File: src/rtl/matrix_multiply_unit_macros.svh
// assertion macros shared by the matrix multiply unit
`ifndef MATRIX_MULTIPLY_UNIT_MACROS_SVH
`define MATRIX_MULTIPLY_UNIT_MACROS_SVH

// same-cycle implication, sampled on clk_i, off while in reset
`define MMU_ASSERT_IMPL(label, ante, cons, msg) \
  label: assert property (@(posedge clk_i) disable iff (!rst_ni) (ante) |-> (cons)) \
    else $error(msg);

// next-cycle implication, sampled on clk_i, off while in reset
`define MMU_ASSERT_NEXT(label, ante, cons, msg) \
  label: assert property (@(posedge clk_i) disable iff (!rst_ni) (ante) |=> (cons)) \
    else $error(msg);

`endif

File: src/rtl/mmu_pkg.sv
// types, constants and helpers of the matrix multiply unit
package mmu_pkg;

  localparam int unsigned MAX_DIM   = 64;
  localparam int unsigned IDX_W     = 6;
  localparam int unsigned MODE_W    = 2;
  localparam int unsigned OUT_W     = 32;
  localparam int unsigned CFG_W     = 7;
  localparam int unsigned CFG_IDX_W = 2;
  localparam int unsigned CFG_RESET = 64;
  localparam int unsigned Q_FRAC    = 16;

  localparam int unsigned DEPTH  = MAX_DIM * MAX_DIM;
  localparam int unsigned ADDR_W = $clog2(DEPTH);
  localparam int unsigned SIZE_W = $clog2(MAX_DIM + 1);
  localparam int unsigned CMP_W  = (SIZE_W > IDX_W) ? SIZE_W + 1 : IDX_W + 1;
  localparam int unsigned LIN_W  = ADDR_W + CMP_W;
  localparam int unsigned PROD_W = 2 * OUT_W;
  localparam int unsigned ACC_W  = PROD_W + $clog2(MAX_DIM) + 1;
  localparam int unsigned FIT_MSB = OUT_W + Q_FRAC - 1;

  localparam logic [OUT_W-1:0] SAT_MAX = {1'b0, {(OUT_W-1){1'b1}}};
  localparam logic [OUT_W-1:0] SAT_MIN = {1'b1, {(OUT_W-1){1'b0}}};

  typedef enum logic [MODE_W-1:0] {
    MODE_WRITE_A = 2'd0,
    MODE_WRITE_B = 2'd1,
    MODE_COMPUTE = 2'd2
  } mode_e;

  typedef enum logic [CFG_IDX_W-1:0] {
    CFG_ROWS  = 2'd0,
    CFG_INNER = 2'd1,
    CFG_COLS  = 2'd2
  } cfg_reg_e;

  typedef enum logic [1:0] {
    ST_IDLE,
    ST_RUN,
    ST_EMIT
  } state_e;

  typedef struct packed {
    logic clear;
    logic valid;
  } mac_ctl_t;

  typedef struct packed {
    logic                    busy;
    logic                    saturated;
    logic signed [OUT_W-1:0] product;
  } mac_res_t;

  // register value clamped to the largest dimension
  function automatic logic [CMP_W-1:0] eff_size(input logic [CFG_W-1:0] r);
    logic [CMP_W-1:0] v;
    v = CMP_W'(r);
    if (v > CMP_W'(MAX_DIM)) begin
      v = CMP_W'(MAX_DIM);
    end
    return v;
  endfunction

  // row-major word address of an element
  function automatic logic [ADDR_W-1:0] addr_of(input logic [CMP_W-1:0] r,
                                                input logic [CMP_W-1:0] c);
    logic [LIN_W-1:0] lin;
    lin = LIN_W'(r) * LIN_W'(MAX_DIM) + LIN_W'(c);
    return lin[ADDR_W-1:0];
  endfunction

endpackage

File: src/rtl/mmu_mac.sv
// multiply-accumulate datapath with q16.16 truncation and saturation
module mmu_mac (
  input  logic                        clk_i,
  input  logic                        rst_ni,
  input  mmu_pkg::mac_ctl_t           ctl_i,
  input  logic [mmu_pkg::OUT_W-1:0]   a_i,
  input  logic [mmu_pkg::OUT_W-1:0]   b_i,
  output mmu_pkg::mac_res_t           res_o
);
  import mmu_pkg::*;

  logic signed [PROD_W-1:0] prod_q;
  logic                     prod_v_q;
  logic signed [ACC_W-1:0]  acc_q;
  logic                     fits;

  always_ff @(posedge clk_i or negedge rst_ni) begin
    if (!rst_ni) begin
      prod_v_q <= 1'b0;
    end else begin
      prod_v_q <= ctl_i.valid & ~ctl_i.clear;
    end
  end

  always_ff @(posedge clk_i) begin
    if (ctl_i.valid) begin
      prod_q <= $signed(a_i) * $signed(b_i);
    end
    if (ctl_i.clear) begin
      acc_q <= '0;
    end else if (prod_v_q) begin
      acc_q <= acc_q + ACC_W'(prod_q);
    end
  end

  // sum fits when everything above the kept window is pure sign
  assign fits = (&acc_q[ACC_W-1:FIT_MSB]) | ~(|acc_q[ACC_W-1:FIT_MSB]);

  always_comb begin
    res_o.busy      = prod_v_q;
    res_o.saturated = ~fits;
    if (fits) begin
      res_o.product = acc_q[FIT_MSB:Q_FRAC];
    end else if (acc_q[ACC_W-1]) begin
      res_o.product = SAT_MIN;
    end else begin
      res_o.product = SAT_MAX;
    end
  end

endmodule

File: config.mk
export PLATFORM = sky130hd
export DESIGN_NAME = mmu_mac
export DESIGN_NICKNAME = d
export VERILOG_FILES = /design/src/rtl/matrix_multiply_unit_macros.svh /design/src/rtl/mmu_pkg.sv /design/src/rtl/mmu_mac.sv
export SDC_FILE = /design/constraint.sdc
export NUM_CORES = 2
export LEC_CHECK = 0
export ABC_AREA = 0
export BUFFER_PORTS_ARGS = -buffer_cell sky130_fd_sc_hd__buf_2
export CAP_MARGIN = 10
export CORE_MARGIN = 4
export CORE_UTILIZATION = 51
export CTS_CLUSTER_DIAMETER = 100
export DETAILED_ROUTE_END_ITERATION = 7
export GPL_ROUTABILITY_DRIVEN = 0
export PLACE_DENSITY = 0.71
export SYNTH_ARGS = -nofsm -noshare
export SYNTH_HDL_FRONTEND = slang
export SYNTH_SLANG_ARGS = --single-unit
File: constraint.sdc
create_clock -name clk_i -period 2.9 [get_ports clk_i]
set_input_delay 0.29 -clock clk_i [delete_from_list [all_inputs] [get_ports clk_i]]
set_output_delay 0.29 -clock clk_i [all_outputs]
set_load 0.02 [all_outputs]
==> flow_metrics.py <==
metrics = {
    "cts": {
        "clock_tree.root_cell": "clkbuf_16",
        "numCtsBuffers": 17,
        "path_clk_slew_ns": 0.07,
        "h-tree-depth": 4,
        "cts.sinks": 136,
        "clock_tree.buffer_depth": 2,
        "cts_tree": "built",
        "clock_latency_ns": 0.44,
    },
    "finish": {
        "syn_to_final_growth_pct": 26.7,
        "nets": 6955,
        "drive_gt1_share_pct": 26.1,
        "stdcell_area_um2": 57300,
        "final_cell_mix": "1007 x fa_1, 949 x inv_1, 664 x buf_4",
        "final_common_cell": "fa_1",
    },
    "synthesis": {
        "yosys-top-cells-area": "fa_1 48%, inv_1 8.2%, and2_1 7.2%",
        "ys_seq_elements": 136,
        "yosysUniqueCellTypes": 81,
        "synth_area_leader_cell": "fa_1",
        "synth_area_um2": 45200,
        "synth_warnings": 0,
        "synth_cells": 4888,
        "synth.avg_cell_area_um2": 9.25,
        "seq_area_frac_synth_pct": 7.45,
        "yosys_most_used_dff": "dfxtp_1",
        "syn_nets": 6293,
        "synth_edf_count": 64,
        "synth_top_area_share_pct": 47.9,
        "synth-async-reset-ratio_pct": 0.735,
    },
    "place": {
        "placed_area_um2": 52700,
        "hpwl_um": 108000,
        "port_buffers": 101,
    },
    "critical_path": {
        "crit_path_start": "a_i[31]",
        "rrSetupSlack_ns": -0.36,
        "cpMostUsedCell": "fa_1",
        "worstPathArrival_ns": 7.47,
        "worstPathRequired_ns": 3.08,
        "cp-start-kind": "primary input",
        "max_stage_delay_ns": 0.61,
        "timing.rr.end": "acc_q[69]",
        "rr_startpoint": "prod_q[19]",
        "cp_top_family": "adder cells",
        "cp_max_fo": 7,
        "critical_path_depth": 29,
        "endpoint_kind": "register",
        "rr_worst_depth": 13,
        "path_buf_inv": 8,
        "critical_path_class": "in2reg",
        "cpMaxStageDelayCell": "fa_2",
    },
    "grt": {
        "use_met3_pct": 5.28,
        "gr-usage-met2_pct": 45.7,
        "grt-ovfl-total": 0,
        "grt_max_degree": 50,
        "grt_pass1_wl_um": 214000,
        "antenna_found_initial": 4,
        "grt_pass1_vias": 39983,
        "busiest_layer": "met2",
        "grtUsageTotal_pct": 28.7,
        "gr-usage-met1_pct": 40.6,
    },
    "timing": {
        "hold_viol_final": 0,
        "worst_clock_skew_ns": 0.0112,
        "worst_slew_pin_slew_ns": 0.648,
        "maxSlewViolCount": 0,
        "rsz0062_at_grt": "true",
        "fin_crit_ns": 7.28,
        "setup_viol": 83,
        "setup_slack_ns": -4.38,
        "setup_tns_ns": -207.48,
        "maxSlewHeadroom_pct": 56.8,
        "finalCritPeriodShare_pct": 251,
        "fmax_ghz": 0.137,
    },
    "hold_path": {
        "min_path_type": "in2async",
    },
    "die": {
        "fp.dieH_um": 306,
        "initial_core_util_pct": 51.7,
        "die_x_um": 306,
        "die_area_um2": 93500,
        "core_um2": 87400,
        "rows": 108,
        "num_io_pins": 102,
    },
    "route": {
        "ant_nets": 0,
        "vias_per_cell": 5.45,
        "via_count": 36655,
        "dr.first_iter.drc_count": 2652,
        "firstDrtPassIters": 5,
        "drt-wirelength-per-cell_um": 20.0,
        "drt_wl_total_um": 134000,
        "remaining_drc_errors": 0,
    },
    "flow_run": {
        "max-cap-violations": 0,
    },
    "outcome": {
        "status": "finished with violations",
        "violations": "setup timing",
    },
}
final cells by class:
type	instances	area (µm²)
fillers	6538	30100
well taps	1155	1450
clock inverters	11	100
inverters	989	3720
flip-flops and latches	136	3370
multi-input cells	3486	39800
diodes	3	7.51
clock buffers	21	450
repair buffers	920	8370
sequential cells by signal, summed over array words and instances (netlist names):
name	cells
acc_q	71
prod_v_q	1
prod_q	64
how the worst max path moves through the flow:
| stage | endpoint |
|---|---|
| after floorplan | prod_q[63] |
| after global placement | prod_q[61] |
| after detailed placement | prod_q[63] |
| after CTS | prod_q[63] |
| after global routing | prod_q[63] |
| final | prod_q[63] |
synthesized netlist by cell type (all sizes together), types with 5 or more instances:
cell type	count
or3	6
a31oi	24
edfxtp	64
nor4	13
and4	5
mux2i	39
nor2	162
a21boi	5
a211oi	19
o21a	12
a2111oi	8
buf	14
nand2	591
o21bai	27
nor3	22
a21o	109
and3	23
inv	987
a21oi	149
fa	1083
o21ai	90
clkbuf	261
a41oi	5
nor3b	5
nand3	28
xnor2	90
o31a	5
o22ai	6
nand4	41
nor2b	18
and2	523
ha	254
xor2	42
o211ai	9
nand2b	19
dfxtp	71
metrics by stage:
stage / util, % / instances / hold slack (ns) / worst slack [ns]
global placement: 60.2 / 6573 / 0.0670 / -4.85
detailed placement: 60.2 / 6573 / 0.0670 / -4.94
finish: 65.5 / 6721 / 0.181 / -4.38
global route: 65.5 / 6720 / 0.194 / -4.54
floorplan: - / 4888 / -0.00559 / -4.85
CTS: 63.7 / 6680 / 0.181 / -4.34
cell families (layout without fill, tap and decap cells):
family / Yosys count / after routing / share of synthesized area, %
AO/OA/AOI/OAI: 509 / 509 / 7.28
XOR/XNOR: 132 / 132 / 2.56
adder cells (fa/ha/maj): 1337 / 1337 / 55.0
buffers and inverters: 1266 / 1941 / 10.8
flip-flops: 136 / 136 / 7.45
multiplexers: 39 / 39 / 0.863
other: 0 / 3 / 0
AND/OR/NAND/NOR: 1469 / 1469 / 16.1
timing repair:
action,4_1_cts,5_1_grt
setup endpoints to repair,101,101
resized for setup,468,268
endpoints found under the hold margin,1,0
gates cloned,9,0
hold buffers,1,0
pin swaps,267,186
setup buffers,71,51
layer usage:
layer | routed length [µm] | vias up
met1 | 56000 | 18628
li1 | - | 16083
met3 | 11900 | 291
met5 | 29 | -
met4 | 4040 | 4
met2 | 62400 | 1649
Power is not shown: default switching activity piles up to over one toggle a cycle in this logic, so the estimate is an artifact.
